==> src/rtl/i2cbts_pkg.sv <==
// ----------------------------------------------------------------------------
// I2C transfer sequencer package
// Widths, codes and shared types of the buffered I2C transfer sequencer.
// ----------------------------------------------------------------------------
`default_nettype none

package i2cbts_pkg;

	// Buffer geometry.
	localparam int BufDepth = 16;
	localparam int AddrW    = (BufDepth > 1) ? $clog2(BufDepth) : 1;
	localparam int PosW     = $clog2(BufDepth + 1);

	// Fixed field widths.
	localparam int ReqW   = 2;
	localparam int EvW    = 4;
	localparam int ByteW  = 8;
	localparam int IdxW   = 4;
	localparam int ActW   = 3;
	localparam int KindW  = 3;
	localparam int CountW = 5;
	localparam int ModeW  = 3;
	localparam int CfgIdxW = 2;

	// Request types.
	localparam logic [ReqW-1:0] REQ_EVENT = 2'd0;
	localparam logic [ReqW-1:0] REQ_TX_WR = 2'd1;
	localparam logic [ReqW-1:0] REQ_RX_RD = 2'd2;

	// Bus status events.
	localparam logic [EvW-1:0] EV_START      = 4'd0;
	localparam logic [EvW-1:0] EV_BUS_ERR    = 4'd1;
	localparam logic [EvW-1:0] EV_MT_ACK     = 4'd2;
	localparam logic [EvW-1:0] EV_MT_NACK    = 4'd3;
	localparam logic [EvW-1:0] EV_ARB_LOST   = 4'd4;
	localparam logic [EvW-1:0] EV_MR_DATA_ACK  = 4'd5;
	localparam logic [EvW-1:0] EV_MR_SLA_ACK   = 4'd6;
	localparam logic [EvW-1:0] EV_MR_DATA_NACK = 4'd7;
	localparam logic [EvW-1:0] EV_MR_SLA_NACK  = 4'd8;
	localparam logic [EvW-1:0] EV_SR_ADDR    = 4'd9;
	localparam logic [EvW-1:0] EV_SR_DATA_ACK  = 4'd10;
	localparam logic [EvW-1:0] EV_SR_DATA_NACK = 4'd11;
	localparam logic [EvW-1:0] EV_SR_STOP    = 4'd12;
	localparam logic [EvW-1:0] EV_ST_ADDR    = 4'd13;
	localparam logic [EvW-1:0] EV_ST_DATA_ACK  = 4'd14;
	localparam logic [EvW-1:0] EV_ST_DONE    = 4'd15;

	// Bus actions.
	localparam logic [ActW-1:0] ACT_ACK  = 3'd0;
	localparam logic [ActW-1:0] ACT_NACK = 3'd1;
	localparam logic [ActW-1:0] ACT_STOP = 3'd2;
	localparam logic [ActW-1:0] ACT_HOLD = 3'd3;
	localparam logic [ActW-1:0] ACT_NONE = 3'd4;

	// Controller modes.
	localparam logic [ModeW-1:0] MODE_MA_IDLE = 3'd0;
	localparam logic [ModeW-1:0] MODE_MA_HOLD = 3'd1;
	localparam logic [ModeW-1:0] MODE_SL_IDLE = 3'd2;
	localparam logic [ModeW-1:0] MODE_SL_RX   = 3'd3;
	localparam logic [ModeW-1:0] MODE_SL_TX   = 3'd4;

	// Transfer kinds.
	localparam logic [KindW-1:0] KIND_ERR = 3'd0;
	localparam logic [KindW-1:0] KIND_MT  = 3'd1;
	localparam logic [KindW-1:0] KIND_MR  = 3'd2;
	localparam logic [KindW-1:0] KIND_SR  = 3'd3;
	localparam logic [KindW-1:0] KIND_ST  = 3'd4;

	// Configuration register indices.
	localparam logic [CfgIdxW-1:0] CFG_ROLE_SLAVE = 2'd0;
	localparam logic [CfgIdxW-1:0] CFG_TARGET     = 2'd1;
	localparam logic [CfgIdxW-1:0] CFG_RESTART    = 2'd2;

	localparam logic [ByteW-1:0] OVERRUN_BYTE = 8'hFF;

	// Write port of the two byte stores.
	typedef struct packed {
		logic             tx_we;
		logic [AddrW-1:0] tx_addr;
		logic             rx_we;
		logic [AddrW-1:0] rx_addr;
		logic [ByteW-1:0] wdata;
	} buf_wr_t;

	// One result beat.
	typedef struct packed {
		logic [ActW-1:0]   bus_action;
		logic              tx_valid;
		logic [ByteW-1:0]  send_byte;
		logic              xfer_done;
		logic [KindW-1:0]  xfer_kind;
		logic              xfer_is_read;
		logic [CountW-1:0] xfer_count;
		logic [ByteW-1:0]  read_data;
		logic [ModeW-1:0]  ctrl_mode;
	} rsp_t;

endpackage

`default_nettype wire

==> src/rtl/i2cbts_ifs.sv <==
// ----------------------------------------------------------------------------
// I2C transfer sequencer channels
// Request, result and configuration channels with valid/ready handshakes.
// ----------------------------------------------------------------------------
`default_nettype none

interface i2cbts_req_if;
	logic                          valid;
	logic                          ready;
	logic [i2cbts_pkg::ReqW-1:0]   req_type;
	logic [i2cbts_pkg::EvW-1:0]    bus_event;
	logic [i2cbts_pkg::ByteW-1:0]  data_in;
	logic [i2cbts_pkg::IdxW-1:0]   buf_index;

	modport source (output valid, req_type, bus_event, data_in, buf_index, input ready);
	modport sink   (input valid, req_type, bus_event, data_in, buf_index, output ready);
endinterface

interface i2cbts_rsp_if;
	logic                          valid;
	logic                          ready;
	logic [i2cbts_pkg::ActW-1:0]   bus_action;
	logic                          tx_valid;
	logic [i2cbts_pkg::ByteW-1:0]  send_byte;
	logic                          xfer_done;
	logic [i2cbts_pkg::KindW-1:0]  xfer_kind;
	logic                          xfer_is_read;
	logic [i2cbts_pkg::CountW-1:0] xfer_count;
	logic [i2cbts_pkg::ByteW-1:0]  read_data;
	logic [i2cbts_pkg::ModeW-1:0]  ctrl_mode;

	modport source (output valid, bus_action, tx_valid, send_byte, xfer_done, xfer_kind,
		xfer_is_read, xfer_count, read_data, ctrl_mode, input ready);
	modport sink   (input valid, bus_action, tx_valid, send_byte, xfer_done, xfer_kind,
		xfer_is_read, xfer_count, read_data, ctrl_mode, output ready);
endinterface

interface i2cbts_cfg_if;
	logic                           valid;
	logic                           ready;
	logic [i2cbts_pkg::CfgIdxW-1:0] index;
	logic [i2cbts_pkg::ByteW-1:0]   data;

	modport source (output valid, index, data, input ready);
	modport sink   (input valid, index, data, output ready);
endinterface

`default_nettype wire

==> src/rtl/i2cbts_buffers.sv <==
// ----------------------------------------------------------------------------
// I2C transfer sequencer byte stores
// Transmit and receive byte stores, each with one write and one read port.
// ----------------------------------------------------------------------------
`default_nettype none

module i2cbts_buffers (
	input  wire logic                             clk,
	input  wire logic                             arst_n,
	input  wire i2cbts_pkg::buf_wr_t              wr,
	input  wire logic [i2cbts_pkg::AddrW-1:0]     tx_raddr,
	input  wire logic [i2cbts_pkg::AddrW-1:0]     rx_raddr,
	output logic      [i2cbts_pkg::ByteW-1:0]     tx_rdata,
	output logic      [i2cbts_pkg::ByteW-1:0]     rx_rdata
);

	logic [i2cbts_pkg::ByteW-1:0] tx_mem_q [i2cbts_pkg::BufDepth];
	logic [i2cbts_pkg::ByteW-1:0] rx_mem_q [i2cbts_pkg::BufDepth];

	// Both stores come out of reset holding zeros.
	always_ff @(posedge clk or negedge arst_n) begin
		if (!arst_n) begin
			for (int i = 0; i < i2cbts_pkg::BufDepth; i++) begin
				tx_mem_q[i] <= '0;
				rx_mem_q[i] <= '0;
			end
		end else begin
			if (wr.tx_we) begin
				tx_mem_q[wr.tx_addr] <= wr.wdata;
			end
			if (wr.rx_we) begin
				rx_mem_q[wr.rx_addr] <= wr.wdata;
			end
		end
	end

	// Read ports feed the single-pass logic of the current item.
	assign tx_rdata = tx_mem_q[tx_raddr];
	assign rx_rdata = rx_mem_q[rx_raddr];

endmodule

`default_nettype wire

==> src/rtl/i2c_buffered_transfer_sequencer.sv <==
// ----------------------------------------------------------------------------
// I2C buffered transfer sequencer
// Turns bus status events into bus actions, bytes to send and transfer reports.
// ----------------------------------------------------------------------------
// The sequencer takes one request beat per clock cycle while the result port
// is not stalled, and returns exactly one result beat for it. An accepted beat
// is held in an input register, is resolved against the transmit and receive
// stores and the buffer positions in a single combinational pass, and lands in
// the result register, so a new request can be taken while the last one is
// still in flight. The sustained rate is set by that one pass through the store
// read ports and position update. A stalled result port stops the input only
// once both registers are full. Configuration writes are taken at once and
// should be made only while no request is in flight.
`default_nettype none

module i2c_buffered_transfer_sequencer (
	input wire logic    clk,
	input wire logic    arst_n,
	i2cbts_req_if.sink  req,
	i2cbts_rsp_if.source rsp,
	i2cbts_cfg_if.sink  cfg
);

	// Configuration registers.
	logic [i2cbts_pkg::ByteW-1:0] target_addr_rw_q;
	logic                         restart_after_tx_q;

	// Sequencer state.
	logic [i2cbts_pkg::PosW-1:0]  tx_pos_q;
	logic [i2cbts_pkg::PosW-1:0]  rx_pos_q;
	logic [i2cbts_pkg::ModeW-1:0] mode_q;

	// Input register.
	logic                         valid_s1;
	logic [i2cbts_pkg::ReqW-1:0]  req_type_s1;
	logic [i2cbts_pkg::EvW-1:0]   bus_event_s1;
	logic [i2cbts_pkg::ByteW-1:0] data_in_s1;
	logic [i2cbts_pkg::IdxW-1:0]  buf_index_s1;

	// Result register.
	logic                         rsp_valid_q;
	i2cbts_pkg::rsp_t             rsp_q;

	// Pass logic.
	logic                         advance;
	logic                         take;
	logic                         step;
	i2cbts_pkg::rsp_t             res;
	i2cbts_pkg::buf_wr_t          buf_wr;
	logic [i2cbts_pkg::AddrW-1:0] tx_raddr;
	logic [i2cbts_pkg::ByteW-1:0] tx_rdata;
	logic [i2cbts_pkg::ByteW-1:0] rx_rdata;
	logic [i2cbts_pkg::PosW-1:0]  tx_pos_nxt;
	logic [i2cbts_pkg::PosW-1:0]  rx_pos_nxt;
	logic [i2cbts_pkg::ModeW-1:0] mode_nxt;
	logic                         rx_store;
	logic                         tx_room;
	logic                         rx_room;
	logic                         idx_ok;

	// Handshake: the input register moves on whenever the result slot frees.
	assign advance   = !rsp_valid_q || rsp.ready;
	assign req.ready = !valid_s1 || advance;
	assign take      = req.valid && req.ready;
	assign step      = valid_s1 && advance;
	assign cfg.ready = 1'b1;

	// Input register.
	always_ff @(posedge clk or negedge arst_n) begin
		if (!arst_n) begin
			valid_s1 <= 1'b0;
		end else if (take) begin
			valid_s1 <= 1'b1;
		end else if (advance) begin
			valid_s1 <= 1'b0;
		end
	end

	always_ff @(posedge clk) begin
		if (take) begin
			req_type_s1  <= req.req_type;
			bus_event_s1 <= req.bus_event;
			data_in_s1   <= req.data_in;
			buf_index_s1 <= req.buf_index;
		end
	end

	// Byte stores.
	assign tx_raddr = (bus_event_s1 == i2cbts_pkg::EV_ST_ADDR) ? '0
		: tx_pos_q[i2cbts_pkg::AddrW-1:0];

	i2cbts_buffers u_buffers (
		.clk      (clk),
		.arst_n   (arst_n),
		.wr       (buf_wr),
		.tx_raddr (tx_raddr),
		.rx_raddr (i2cbts_pkg::AddrW'(buf_index_s1)),
		.tx_rdata (tx_rdata),
		.rx_rdata (rx_rdata)
	);

	assign tx_room = 32'(tx_pos_q) < 32'(i2cbts_pkg::BufDepth);
	assign rx_room = 32'(rx_pos_q) < 32'(i2cbts_pkg::BufDepth);
	assign idx_ok  = 32'(buf_index_s1) < 32'(i2cbts_pkg::BufDepth);

	// Single pass: resolve the held request against the current state.
	always_comb begin
		res            = '0;
		res.bus_action = i2cbts_pkg::ACT_NONE;
		tx_pos_nxt     = tx_pos_q;
		mode_nxt       = mode_q;
		rx_store       = 1'b0;

		buf_wr         = '0;
		buf_wr.wdata   = data_in_s1;
		buf_wr.tx_addr = i2cbts_pkg::AddrW'(buf_index_s1);
		buf_wr.rx_addr = rx_pos_q[i2cbts_pkg::AddrW-1:0];

		case (req_type_s1)
			i2cbts_pkg::REQ_TX_WR: begin
				buf_wr.tx_we = step && idx_ok;
			end
			i2cbts_pkg::REQ_RX_RD: begin
				res.read_data = idx_ok ? rx_rdata : i2cbts_pkg::OVERRUN_BYTE;
			end
			i2cbts_pkg::REQ_EVENT: begin
				// Receive stores happen on these events while room remains.
				rx_store = (bus_event_s1 == i2cbts_pkg::EV_MR_DATA_ACK)
					|| (bus_event_s1 == i2cbts_pkg::EV_MR_DATA_NACK)
					|| (bus_event_s1 == i2cbts_pkg::EV_SR_DATA_ACK)
					|| (bus_event_s1 == i2cbts_pkg::EV_SR_DATA_NACK);
			end
			default: begin
			end
		endcase

		buf_wr.rx_we = step && rx_store && rx_room;
		rx_pos_nxt   = (rx_store && rx_room) ? rx_pos_q + 1'b1 : rx_pos_q;

		if (req_type_s1 == i2cbts_pkg::REQ_EVENT) begin
			case (bus_event_s1)
				i2cbts_pkg::EV_START: begin
					tx_pos_nxt     = '0;
					rx_pos_nxt     = '0;
					res.tx_valid   = 1'b1;
					res.send_byte  = target_addr_rw_q;
					res.bus_action = i2cbts_pkg::ACT_ACK;
				end
				i2cbts_pkg::EV_BUS_ERR: begin
					res.bus_action = i2cbts_pkg::ACT_STOP;
					mode_nxt       = i2cbts_pkg::MODE_MA_IDLE;
					res.xfer_done  = 1'b1;
					res.xfer_kind  = i2cbts_pkg::KIND_ERR;
				end
				i2cbts_pkg::EV_MT_ACK: begin
					if (tx_room) begin
						res.tx_valid   = 1'b1;
						res.send_byte  = tx_rdata;
						tx_pos_nxt     = tx_pos_q + 1'b1;
						res.bus_action = i2cbts_pkg::ACT_ACK;
					end else begin
						// Out of data: hold for a repeated start or finish.
						if (restart_after_tx_q) begin
							res.bus_action = i2cbts_pkg::ACT_HOLD;
							mode_nxt       = i2cbts_pkg::MODE_MA_HOLD;
						end else begin
							res.bus_action = i2cbts_pkg::ACT_STOP;
							mode_nxt       = i2cbts_pkg::MODE_MA_IDLE;
						end
						res.xfer_done  = 1'b1;
						res.xfer_kind  = i2cbts_pkg::KIND_MT;
						res.xfer_count = i2cbts_pkg::CountW'(tx_pos_q);
					end
				end
				i2cbts_pkg::EV_MT_NACK: begin
					res.bus_action = i2cbts_pkg::ACT_STOP;
					mode_nxt       = i2cbts_pkg::MODE_MA_IDLE;
					res.xfer_done  = 1'b1;
					res.xfer_kind  = i2cbts_pkg::KIND_MT;
					res.xfer_count = i2cbts_pkg::CountW'(tx_pos_q);
				end
				i2cbts_pkg::EV_ARB_LOST: begin
					res.bus_action = i2cbts_pkg::ACT_NACK;
					mode_nxt       = i2cbts_pkg::MODE_MA_IDLE;
					res.xfer_done  = 1'b1;
					res.xfer_kind  = i2cbts_pkg::KIND_ERR;
				end
				i2cbts_pkg::EV_MR_DATA_ACK, i2cbts_pkg::EV_MR_SLA_ACK: begin
					// Nack ahead of the byte that fills the last entry.
					res.bus_action = (32'(rx_pos_nxt) + 32'd1 < 32'(i2cbts_pkg::BufDepth))
						? i2cbts_pkg::ACT_ACK : i2cbts_pkg::ACT_NACK;
				end
				i2cbts_pkg::EV_MR_DATA_NACK, i2cbts_pkg::EV_MR_SLA_NACK: begin
					res.bus_action   = i2cbts_pkg::ACT_STOP;
					mode_nxt         = i2cbts_pkg::MODE_MA_IDLE;
					res.xfer_done    = 1'b1;
					res.xfer_kind    = i2cbts_pkg::KIND_MR;
					res.xfer_is_read = 1'b1;
					res.xfer_count   = i2cbts_pkg::CountW'(rx_pos_nxt);
				end
				i2cbts_pkg::EV_SR_ADDR: begin
					mode_nxt       = i2cbts_pkg::MODE_SL_RX;
					rx_pos_nxt     = '0;
					res.bus_action = i2cbts_pkg::ACT_ACK;
				end
				i2cbts_pkg::EV_SR_DATA_ACK: begin
					res.bus_action = rx_room ? i2cbts_pkg::ACT_ACK : i2cbts_pkg::ACT_NACK;
				end
				i2cbts_pkg::EV_SR_DATA_NACK: begin
					res.bus_action = i2cbts_pkg::ACT_NACK;
				end
				i2cbts_pkg::EV_SR_STOP: begin
					mode_nxt         = i2cbts_pkg::MODE_SL_IDLE;
					res.xfer_done    = 1'b1;
					res.xfer_kind    = i2cbts_pkg::KIND_SR;
					res.xfer_is_read = 1'b1;
					res.xfer_count   = i2cbts_pkg::CountW'(rx_pos_q);
					res.bus_action   = i2cbts_pkg::ACT_ACK;
				end
				i2cbts_pkg::EV_ST_ADDR: begin
					mode_nxt       = i2cbts_pkg::MODE_SL_TX;
					res.tx_valid   = 1'b1;
					res.send_byte  = tx_rdata;
					tx_pos_nxt     = i2cbts_pkg::PosW'(1);
					res.bus_action = i2cbts_pkg::ACT_ACK;
				end
				i2cbts_pkg::EV_ST_DATA_ACK: begin
					res.tx_valid = 1'b1;
					if (tx_room) begin
						res.send_byte  = tx_rdata;
						tx_pos_nxt     = tx_pos_q + 1'b1;
						res.bus_action = i2cbts_pkg::ACT_ACK;
					end else begin
						// Master reads past the data: pad with the overrun byte.
						res.send_byte  = i2cbts_pkg::OVERRUN_BYTE;
						res.bus_action = i2cbts_pkg::ACT_NACK;
					end
				end
				default: begin
					mode_nxt       = i2cbts_pkg::MODE_SL_IDLE;
					res.xfer_done  = 1'b1;
					res.xfer_kind  = i2cbts_pkg::KIND_ST;
					res.xfer_count = i2cbts_pkg::CountW'(tx_pos_q);
					res.bus_action = i2cbts_pkg::ACT_ACK;
				end
			endcase
		end

		res.ctrl_mode = mode_nxt;
	end

	// State update and configuration writes.
	always_ff @(posedge clk or negedge arst_n) begin
		if (!arst_n) begin
			tx_pos_q           <= '0;
			rx_pos_q           <= '0;
			mode_q             <= i2cbts_pkg::MODE_MA_IDLE;
			target_addr_rw_q   <= '0;
			restart_after_tx_q <= 1'b0;
		end else begin
			if (step) begin
				tx_pos_q <= tx_pos_nxt;
				rx_pos_q <= rx_pos_nxt;
				mode_q   <= mode_nxt;
			end
			if (cfg.valid) begin
				case (cfg.index)
					i2cbts_pkg::CFG_ROLE_SLAVE: begin
						// The role only matters through the idle mode, so an idle controller
						// follows the new role at once unless a request is resolved in the same cycle.
						if (!step && (mode_q == i2cbts_pkg::MODE_MA_IDLE
							|| mode_q == i2cbts_pkg::MODE_SL_IDLE)) begin
							mode_q <= cfg.data[0] ? i2cbts_pkg::MODE_SL_IDLE
								: i2cbts_pkg::MODE_MA_IDLE;
						end
					end
					i2cbts_pkg::CFG_TARGET: begin
						target_addr_rw_q <= cfg.data;
					end
					i2cbts_pkg::CFG_RESTART: begin
						restart_after_tx_q <= cfg.data[0];
					end
					default: begin
					end
				endcase
			end
		end
	end

	// Result register.
	always_ff @(posedge clk or negedge arst_n) begin
		if (!arst_n) begin
			rsp_valid_q <= 1'b0;
		end else if (advance) begin
			rsp_valid_q <= valid_s1;
		end
	end

	always_ff @(posedge clk) begin
		if (step) begin
			rsp_q <= res;
		end
	end

	assign rsp.valid        = rsp_valid_q;
	assign rsp.bus_action   = rsp_q.bus_action;
	assign rsp.tx_valid     = rsp_q.tx_valid;
	assign rsp.send_byte    = rsp_q.send_byte;
	assign rsp.xfer_done    = rsp_q.xfer_done;
	assign rsp.xfer_kind    = rsp_q.xfer_kind;
	assign rsp.xfer_is_read = rsp_q.xfer_is_read;
	assign rsp.xfer_count   = rsp_q.xfer_count;
	assign rsp.read_data    = rsp_q.read_data;
	assign rsp.ctrl_mode    = rsp_q.ctrl_mode;

endmodule

`default_nettype wire

==> src/flat_wrapper.sv <==
// flat-port wrapper written by rule: the top's interface ports become plain ports
module i2c_buffered_transfer_sequencer_flat 
  (clk, arst_n, req_valid, req_req_type, req_bus_event, req_data_in, req_buf_index, req_ready, rsp_valid, rsp_bus_action, rsp_tx_valid, rsp_send_byte, rsp_xfer_done, rsp_xfer_kind, rsp_xfer_is_read, rsp_xfer_count, rsp_read_data, rsp_ctrl_mode, rsp_ready, cfg_valid, cfg_index, cfg_data, cfg_ready);
  i2cbts_req_if req_i ();
  i2cbts_rsp_if rsp_i ();
  i2cbts_cfg_if cfg_i ();
  input wire logic clk;
  input wire logic arst_n;
  input wire logic [$bits(req_i.valid)-1:0] req_valid;
  input wire logic [$bits(req_i.req_type)-1:0] req_req_type;
  input wire logic [$bits(req_i.bus_event)-1:0] req_bus_event;
  input wire logic [$bits(req_i.data_in)-1:0] req_data_in;
  input wire logic [$bits(req_i.buf_index)-1:0] req_buf_index;
  output wire logic [$bits(req_i.ready)-1:0] req_ready;
  output wire logic [$bits(rsp_i.valid)-1:0] rsp_valid;
  output wire logic [$bits(rsp_i.bus_action)-1:0] rsp_bus_action;
  output wire logic [$bits(rsp_i.tx_valid)-1:0] rsp_tx_valid;
  output wire logic [$bits(rsp_i.send_byte)-1:0] rsp_send_byte;
  output wire logic [$bits(rsp_i.xfer_done)-1:0] rsp_xfer_done;
  output wire logic [$bits(rsp_i.xfer_kind)-1:0] rsp_xfer_kind;
  output wire logic [$bits(rsp_i.xfer_is_read)-1:0] rsp_xfer_is_read;
  output wire logic [$bits(rsp_i.xfer_count)-1:0] rsp_xfer_count;
  output wire logic [$bits(rsp_i.read_data)-1:0] rsp_read_data;
  output wire logic [$bits(rsp_i.ctrl_mode)-1:0] rsp_ctrl_mode;
  input wire logic [$bits(rsp_i.ready)-1:0] rsp_ready;
  input wire logic [$bits(cfg_i.valid)-1:0] cfg_valid;
  input wire logic [$bits(cfg_i.index)-1:0] cfg_index;
  input wire logic [$bits(cfg_i.data)-1:0] cfg_data;
  output wire logic [$bits(cfg_i.ready)-1:0] cfg_ready;
  assign req_i.valid = req_valid;
  assign req_i.req_type = req_req_type;
  assign req_i.bus_event = req_bus_event;
  assign req_i.data_in = req_data_in;
  assign req_i.buf_index = req_buf_index;
  assign req_ready = req_i.ready;
  assign rsp_valid = rsp_i.valid;
  assign rsp_bus_action = rsp_i.bus_action;
  assign rsp_tx_valid = rsp_i.tx_valid;
  assign rsp_send_byte = rsp_i.send_byte;
  assign rsp_xfer_done = rsp_i.xfer_done;
  assign rsp_xfer_kind = rsp_i.xfer_kind;
  assign rsp_xfer_is_read = rsp_i.xfer_is_read;
  assign rsp_xfer_count = rsp_i.xfer_count;
  assign rsp_read_data = rsp_i.read_data;
  assign rsp_ctrl_mode = rsp_i.ctrl_mode;
  assign rsp_i.ready = rsp_ready;
  assign cfg_i.valid = cfg_valid;
  assign cfg_i.index = cfg_index;
  assign cfg_i.data = cfg_data;
  assign cfg_ready = cfg_i.ready;
  i2c_buffered_transfer_sequencer u_core (.clk(clk), .arst_n(arst_n), .req(req_i), .rsp(rsp_i), .cfg(cfg_i));
endmodule
==> config.mk <==
export PLATFORM = sky130hd
export DESIGN_NAME = i2c_buffered_transfer_sequencer_flat
export DESIGN_NICKNAME = d
export VERILOG_FILES = /design/src/rtl/i2cbts_pkg.sv /design/src/rtl/i2cbts_ifs.sv /design/src/rtl/i2cbts_buffers.sv /design/src/rtl/i2c_buffered_transfer_sequencer.sv /design/src/flat_wrapper.sv
export SDC_FILE = /design/constraint.sdc
export NUM_CORES = 1
export LEC_CHECK = 0
export BUFFER_PORTS_ARGS = -buffer_cell sky130_fd_sc_hd__buf_2
export CAP_MARGIN = 30
export CORE_MARGIN = 3
export CORE_UTILIZATION = 40
export CTS_BUF_LIST = sky130_fd_sc_hd__clkbuf_16
export DETAILED_ROUTE_END_ITERATION = 10
export PLACE_DENSITY_LB_ADDON = 0.25
export SLEW_MARGIN = 20
export SYNTH_ARGS = -nofsm -noshare
export SYNTH_HDL_FRONTEND = slang
export SYNTH_HIERARCHICAL = 1
export SYNTH_SLANG_ARGS = --single-unit
export TNS_END_PERCENT = 100
==> constraint.sdc <==
create_clock -name clk -period 4.33 [get_ports clk]
set_clock_uncertainty 0.15 [all_clocks]
set_input_delay 0.433 -clock clk [delete_from_list [all_inputs] [get_ports clk]]
set_output_delay 0.433 -clock clk [all_outputs]
set_load 0.02 [all_outputs]
==> impl_results.md, run 1 <==
* CORE AREA at 37,800 µm²
* Area grow syn2layout at 15.0%
* HP Class: primary input to flip-flop
* Core Util, Final at 0.468
* First-pass GRT wire length at between 50 and 60 mm
* Hold_sp: cfg_data[0]
* # fillers at approximately 3.3k
* Worst Tran Pin Value at 0.998 ns
* Synth Area in Adders at 0.00162
* Starting Density at 0.407
* Post-synth EDFFs at between 50 and 60
* CP top delay family: simple AND/OR/NAND/NOR gates
* Port Buffers at 67
* Syn nets at 1,073
* Share of layout cells above drive strength 1 at 0.438
* Synth Area in Compound Gates at 0.0503
* Primary FF master, synth: dfrtp_1
* Wirelength per Cell at 21.6 µm
* Simple-Gate Fraction of Synth Area at 0.0701
* CP Capture Type: flip-flop
* Final ANT Viol Nets at 0
* Synthesized cell area at 15,400 µm²
* Clk_lat worst skew at ~0.52 ns
* Pins Over Slew Limit at 0
* CP startpoint kind: flip-flop
* CTS Hold Bufs at 27
* Dominant combinational cell family by area after synthesis: multiplexers
* Maximum root-to-sink buffer count at 3
* Post-synthesis cell type count at 71
* Final Cycle Share at 0.800
* Tot GR Track Use at 0.177
* Final Hold Viols at 0
* Final setup violating endpoints at 0
* P per Cell Area at 424 nW/µm²
* Hold EP: u_core/target_addr_rw_q[0]$_DFFE_PN0P_
* TritonCTS Buffers at 37
* Hold Crit Depth at 2
* CTS tree: done
* Clk root buf: clkbuf_16
* Clock sinks at 331
* CP required at between 4 and 5 ns
* Setup bufs post-CTS at 0
* Maxcap violations at 0
* Worst reg2reg endpoint: u_core/rsp.send_byte[5]$_SDFFCE_PP0P_
* Drt pass-1 iters at 6
* RSZ-0062 raised after global routing: false
* Post-cts repair resize count at 0
* Synthesized flop and latch total at about 330
* Overall routed net length at 35.8 mm
* Worst path max stage delay at 0.68 ns
* CP max-delay cell: edfxtp_1
* Die area at 40,900 µm²
* Reg-to-reg startpoint: u_core/bus_event_s1[3]$_DFFE_PP_
* Synth Area in XOR/XNOR at 0.00447
* Drt first-iter violations at 643
* Dpl hpwl at 23.3 mm
* H-tree levels at 2
* Critical path depth at 8
* # diodes at 0
* Via density at about 5.4
* Post-synthesis sequential area ratio at 0.554
* Fmax at 289 MHz
* Number of global-route vias before repair at 9,478
* Largest net degree at the start of global routing at approximately 110
* WP buf/inv at 1
* Worst hold slack at 0.0376 ns
* Max FO, Critical Path at 20
* Avg Synthesized Cell Area at 14.8 µm²
* Setup CP Type: flip-flop to flip-flop
* Crit path cell chain: nand3_1 -> and2_2 -> buf_4 -> mux4_2 -> a22oi_1 -> nand2_1 -> a221oi_1 -> nor2_1
* Total number of vias at 9,012
* Chip Height at approximately 200 µm
* Die width at roughly 200 µm
* Clock transition at the registers of the reported paths at 0.06 ns
* Async SR Flop Fraction at 0.846
* GPL Wtd Cong at roughly 0.8
* Mapped Cells at 1,038
* R2R setup slack at 0.87 ns
* Leak Pwr at 8.11 nW
* Max-slew headroom at 0.330
* DRC viols at 0
* Worst R2R Path Depth at 8
* Status: completed
* # rows at 71
* Worst Path Arrival at around 3.6 ns
* Post-synthesis mux area share at 0.294
* Number of antenna violations at the first check in global routing at 0
* TNS Setup at 0 ns
* Grt ovf at 0
* Worst ir drop on vdd at roughly 250 µV
* Ys Warns at 6
* I/O Pins at 69
* Final Critical Period at 3.46 ns
* Fin nets at around 1.2k
## flip-flops by register name, indices dropped and copies added, names as in the netlist, 2 cells and up
| name | count |
|---|---|
| u_core/buf_index_s1 | 4 |
| u_core/rsp.xfer_count | 5 |
| u_core/data_in_s1 | 8 |
| u_core/rsp.bus_action | 3 |
| u_core/tx_pos_q | 5 |
| u_core/rx_pos_q | 5 |
| u_core/rsp.xfer_kind | 3 |
| u_core/rsp.ctrl_mode | 3 |
| u_core/mode_q | 3 |
| u_core/u_buffers/rx_mem_q | 128 |
| u_core/req_type_s1 | 2 |
| u_core/u_buffers/tx_mem_q | 128 |
| u_core/bus_event_s1 | 4 |
| u_core/rsp.send_byte | 8 |
| u_core/rsp.read_data | 8 |
| u_core/target_addr_rw_q | 8 |
## per-stage QoR
step                      setup slack (ns)  cells  instance area, µm²  total power, W
after floorplan                       1.40   1038               15400         0.00423
after global placement               0.876   1563               16200         0.00453
after detailed placement             0.885   1568               16300         0.00455
after CTS                            0.870   1659               17700         0.00761
after global routing                 0.598   1659               17700         0.00784
final                                0.866   1659               17700         0.00751
## power by group
group | leakage [nW] | switching, W | total (W) | internal, W
Sequential | 4.30 | 0.000180 | 0.00360 | 0.00343
Combinational | 3.21 | 0.000461 | 0.000909 | 0.000448
Clock | 0.601 | 0.00122 | 0.00300 | 0.00177
## area by class of cell
class	instances	area, µm²	area share
Clock buffer	40	1000	0.0565
Clock inverter	24	160	0.00904
Inverter	9	36.3	0.00205
Multi-Input combinational cell	625	6490	0.366
Sequential cell	331	8540	0.482
Tap cell	511	639	0.0361
Timing Repair Buffer	119	853	0.0482
## cells in the mapped netlist (9+ instances only)
| library cell | n | share of area |
|---|---|---|
| a21oi_1 | 14 | 0.0045 |
| a221oi_1 | 9 | 0.0051 |
| a22oi_1 | 34 | 0.017 |
| and2_1 | 14 | 0.0057 |
| buf_2 | 21 | 0.0068 |
| clkbuf_1 | 36 | 0.0088 |
| dfrtp_1 | 280 | 0.45 |
| edfxtp_1 | 51 | 0.099 |
| mux2_1 | 18 | 0.013 |
| mux2_2 | 233 | 0.17 |
| mux2_4 | 17 | 0.017 |
| mux4_2 | 64 | 0.094 |
| nand2_1 | 40 | 0.0097 |
| nand2b_1 | 10 | 0.0041 |
| nand3_1 | 14 | 0.0045 |
| nor2_1 | 33 | 0.0080 |
| nor2_2 | 18 | 0.0073 |
| nor2b_1 | 10 | 0.0041 |
| o21ai_0 | 18 | 0.0058 |
## how the worst max path moves through the flow
stage	start	endpoint	slack [ns]
after global placement	u_core/bus_event_s1[3]$_DFFE_PP_	u_core/rsp.send_byte[5]$_SDFFCE_PP0P_	0.88
after detailed placement	u_core/bus_event_s1[3]$_DFFE_PP_	u_core/rsp.send_byte[5]$_SDFFCE_PP0P_	0.88
final	u_core/bus_event_s1[3]$_DFFE_PP_	u_core/rsp.send_byte[5]$_SDFFCE_PP0P_	0.87
after floorplan	u_core/bus_event_s1[1]$_DFFE_PP_	u_core/rsp.send_byte[2]$_SDFFCE_PP0P_	1.40
after CTS	u_core/bus_event_s1[3]$_DFFE_PP_	u_core/rsp.send_byte[5]$_SDFFCE_PP0P_	0.87
after global routing	u_core/bus_event_s1[2]$_DFFE_PP_	u_core/rsp.send_byte[5]$_SDFFCE_PP0P_	0.60
## kinds of logic after synthesis
kind of cell               after synthesis
DFF                                    331
other                                    1
AOI/OAI and AO/OA                      103
xor gates and xnor gates                 7
muxes                                  333
and+or+nand+nor                        179
buffers and inverters                   82
adders and majority gates                2
## per-layer routing
metal	vias to the layer above	wire, µm	GRT usage
met5	-	0	0
met4	0	676	0.0418
met3	52	1610	0.0311
met2	200	16800	0.280
met1	4740	16800	0.256
li1	4020	-	-
## layout by cell type, fill, tap and decap left out, drive strengths merged, types with 15 or more instances in the layout
cell type | netlist | layout
a21oi | 15 | 15
a22oi | 34 | 34
buf | 36 | 92
clkbuf | 37 | 40
dfrtp | 280 | 280
dlygate4sd3 | 0 | 27
edfxtp | 51 | 51
inv | 9 | 19
mux2 | 268 | 268
mux4 | 64 | 64
nand2 | 41 | 41
nand3 | 16 | 16
nor2 | 52 | 52
o21ai | 21 | 21
Note: power is estimated with default switching activity, not from simulation.
==> run 2: changes to the inputs <==
Settings changed: ABC_AREA set to 1.
Clock period 4.33 ns to 3.1 ns, I/O delays scaled along.
==> impl_results.md, run 2 <==
* Commonest non-fill, non-tap cells in the layout: nand2_1, dfrtp_1, inv_1 (was dfrtp_1, mux2_2, buf_2)
* Final setup violating endpoints at 0 (unchanged)
* Worst ir drop on vdd at 371 µV (was 251 µV)
* Async SR Flop Fraction at 0.846 (unchanged)
* Net Sw Frac at 0.326 (was 0.248)
* Clk root buf: clkbuf_16 (unchanged)
* Tot GR Track Use at 0.211 (was 0.177)
* Final Hold Viols at 0 (unchanged)
* Avg Synthesized Cell Area at 7.88 µm² (was 14.8 µm²)
* Synth Area in Compound Gates at 0.102 (was 0.0503)
* Synthesized flop and latch total at 331 (unchanged)
* Dominant combinational cell family by area after synthesis: simple AND/OR/NAND/NOR gates (was multiplexers)
* Area grow syn2layout at 15.3% (was 15.0%)
* Switching Power at 0.00410 W (was 0.00186 W)
* Max-slew headroom at 0.439 (was 0.330)
* Final Critical Period at 2.88 ns (was 3.46 ns)
* Maximum root-to-sink buffer count at 3 (unchanged)
* HP Class: primary input to flip-flop (unchanged)
* Largest net degree at the start of global routing at 99 (was 105)
* Worst hold slack at 0.221 ns (was 0.0376 ns)
* Synth Area in XOR/XNOR at 0.00111 (was 0.00447)
* Ys Warns at 6 (unchanged)
* Worst Path Arrival at 3.12 ns (was 3.55 ns)
* Chip Height at 204 µm (was 202 µm)
* Post-synthesis mux area share at 0.00500 (was 0.294)
* # rows at 72 (was 71)
* Yosys top cell area share at 0.445 (was 0.455)
* Setup CP Type: flip-flop to flip-flop (unchanged)
* P per Cell Area at 692 nW/µm² (was 424 nW/µm²)
* Max FO, Critical Path at 33 (was 20)
* Final ANT Viol Nets at 0 (unchanged)
* Dpl hpwl at 28.7 mm (was 23.3 mm)
* Status: completed (unchanged)
* Finished Layout Cells at 2,621 (was 1,659)
* I/O Pins at 69 (unchanged)
* Synthesized cell area at 15,800 µm² (was 15,400 µm²)
* Drt pass-1 iters at 5 (was 6)
* Clock sinks at 331 (unchanged)
* Share of layout cells above drive strength 1 at 0.0922 (was 0.438)
* CTS tree: done (unchanged)
* TNS Setup at 0 ns (unchanged)
* Number of global-route vias before repair at 12.7k (was 9,478)
* Most common cell after layout, fill and taps aside: nand2_1 (was dfrtp_1)
* Synth Area in Adders at 0.00159 (was 0.00162)
* RSZ-0062 raised after global routing: false (unchanged)
* Clock share of power at 0.323 (was 0.399)
* Post-synth EDFFs at 51 (unchanged)
* Post-synthesis cell type count at 40 (was 71)
* Grt ovf at 0 (unchanged)
* Worst Tran Pin Value at 0.841 ns (was 0.998 ns)
* Overall routed net length at 43.7 mm (was 35.8 mm)
* TritonCTS Buffers at 38 (was 37)
* Fmax at 347 MHz (was 289 MHz)
* GPL Wtd Cong at 0.910 (was 0.805)
* Simple-Gate Fraction of Synth Area at 0.258 (was 0.0701)
* Biggest regs: u_core/u_buffers/rx_mem_q (128), u_core/u_buffers/tx_mem_q (128) (unchanged)
* Total number of vias at 13.2k (was 9,012)
* Clk_lat worst skew at 0.55 ns (was 0.52 ns)
* Cell taking the most area after synthesis: dfrtp_1 (unchanged)
* Maxcap violations at 0 (unchanged)
* Primary FF master, synth: dfrtp_1 (unchanged)
* Starting Density at 0.407 (about the same)
* Drt first-iter violations at 1,022 (was 643)
* Synth area leaders: dfrtp_1, nand2_1, edfxtp_1 (was dfrtp_1, mux2_2, edfxtp_1)
* Die area at 41,800 µm² (was 40,900 µm²)
* Clock transition at the registers of the reported paths at 0.06 ns (about the same)
* Total Power at 0.0126 W (was 0.00751 W)
* CP Capture Type: flip-flop (unchanged)
* Leak Pwr at 8.61 nW (was 8.11 nW)
* Post-synthesis sequential area ratio at 0.542 (was 0.554)
* Final Cycle Share at 0.929 (was 0.800)
* H-tree levels at 2 (unchanged)
* Count leader, synth: nand2_1 (was dfrtp_1)
* First-pass GRT wire length at 69.7 mm (was 56.7 mm)
* # diodes at 0 (unchanged)
* Number of antenna violations at the first check in global routing at 0 (unchanged)
* CP startpoint kind: flip-flop (unchanged)
* Mapped Cells at 1,998 (was 1,038)
* Port Buffers at 67 (unchanged)
* Setup bufs post-CTS at 0 (unchanged)
* CP required at 3.34 ns (was 4.42 ns)
* DRC viols at 0 (unchanged)
* Post-synth top cells: nand2_1, dfrtp_1, o21ai_0 (was dfrtp_1, mux2_2, mux4_2)
* CORE AREA at 38,700 µm² (was 37,800 µm²)
* Placed cell count at 2,523 (was 1,568)
* Die width at 204 µm (was 202 µm)
* Pins Over Slew Limit at 0 (unchanged)
* Logic pwr share at 0.232 (was 0.121)
* Fin nets at 2,114 (was 1,158)
* Wirelength per Cell at 16.7 µm (was 21.6 µm)
* Pint at 0.00847 W (was 0.00565 W)
* Via density at 5.05 (was 5.43)
* # fillers at 3,868 (was 3,318)
* Seq pwr share at 0.445 (was 0.480)
* Syn nets at 2,033 (was 1,073)
## run 2: what timing repair did
item                                    CTS  global route
hold buffers                             34             0
gates resized for setup                   0             1
endpoints found under the setup margin    0             1
endpoints found under the hold margin   123             0
## run 2: power by group through the flow
stage / Clock, W / Combinational [W] / Sequential [W]
after floorplan: 0 / 0.00190 / 0.00561
after global placement: 0 / 0.00279 / 0.00564
after detailed placement: 0 / 0.00284 / 0.00566
after CTS: 0.00417 / 0.00290 / 0.00559
after global routing: 0.00433 / 0.00331 / 0.00567
final: 0.00406 / 0.00291 / 0.00559
## run 2: path summary, 6_finish.rpt
path | startpoint | to | slack (ns) | cells past startpoint
setup / recovery | u_core/bus_event_s1[1]$_DFFE_PP_ | u_core/rsp.send_byte[2]$_SDFFCE_PP0P_ | 0.22 | 14
hold / removal | cfg_index[1] | u_core/target_addr_rw_q[0]$_DFFE_PN0P_ | 0.22 | 5
setup reg to reg | u_core/bus_event_s1[1]$_DFFE_PP_ | u_core/rsp.send_byte[2]$_SDFFCE_PP0P_ | 0.22 | 14
hold reg to reg | u_core/u_buffers/rx_mem_q[12]$_DFFE_PN0P_ | u_core/u_buffers/rx_mem_q[12]$_DFFE_PN0P_ | 0.33 | 2
max in group asynchronous | arst_n | u_core/u_buffers/rx_mem_q[4]$_DFFE_PN0P_ | 1.59 | 3
min in group asynchronous | arst_n | u_core/u_buffers/rx_mem_q[58]$_DFFE_PN0P_ | 0.27 | 2
## run 2: routing by layer
metal  part of all wire  vias up  global-route usage
met2               0.46      352               0.340
met1               0.46     6343               0.294
li1                   -     6478                   -
met3              0.055       70              0.0371
met4              0.023        0              0.0600
met5                  0        -                   0
## run 2: cell families after synthesis
group	after synthesis
buf+inv	369
simple gates	981
xor+xnor	2
other cells	1
compound gates	305
fa+ha+maj	2
mux	7
flops	331
## run 2: worst max-delay path, cell delays in order, from the launching register on
cell      delay [ns]
edfxtp_1        0.44
inv_2           0.12
nand2_1         0.14
nor2_4          0.26
nor2_4          0.06
inv_2           0.43
buf_4           0.29
nand2_1         0.06
nand2_1         0.06
nand2_1         0.05
nand3_1         0.11
nand3_1         0.19
nand2_1         0.12
nand2_1         0.06
a31oi_1         0.16
## run 2: area by class of cell
type	count	area [µm²]	share of cell area
clock buffer	39	976	0.0537
timing repair buffer	141	1050	0.0577
multi-input combinational	1298	5810	0.320
inverter	269	1010	0.0557
tap	518	648	0.0357
sequential	331	8540	0.470
clock inverter	25	126	0.00696
## run 2: through the flow
step | area, µm² | setup slack, ns | utilization
CTS | 18200 | 0.234 | 0.469
global route | 18200 | 0.0354 | 0.469
floorplan | 15800 | 0.725 | -
global placement | 16700 | 0.352 | 0.431
finish | 18200 | 0.220 | 0.469
detailed placement | 16700 | 0.257 | 0.431
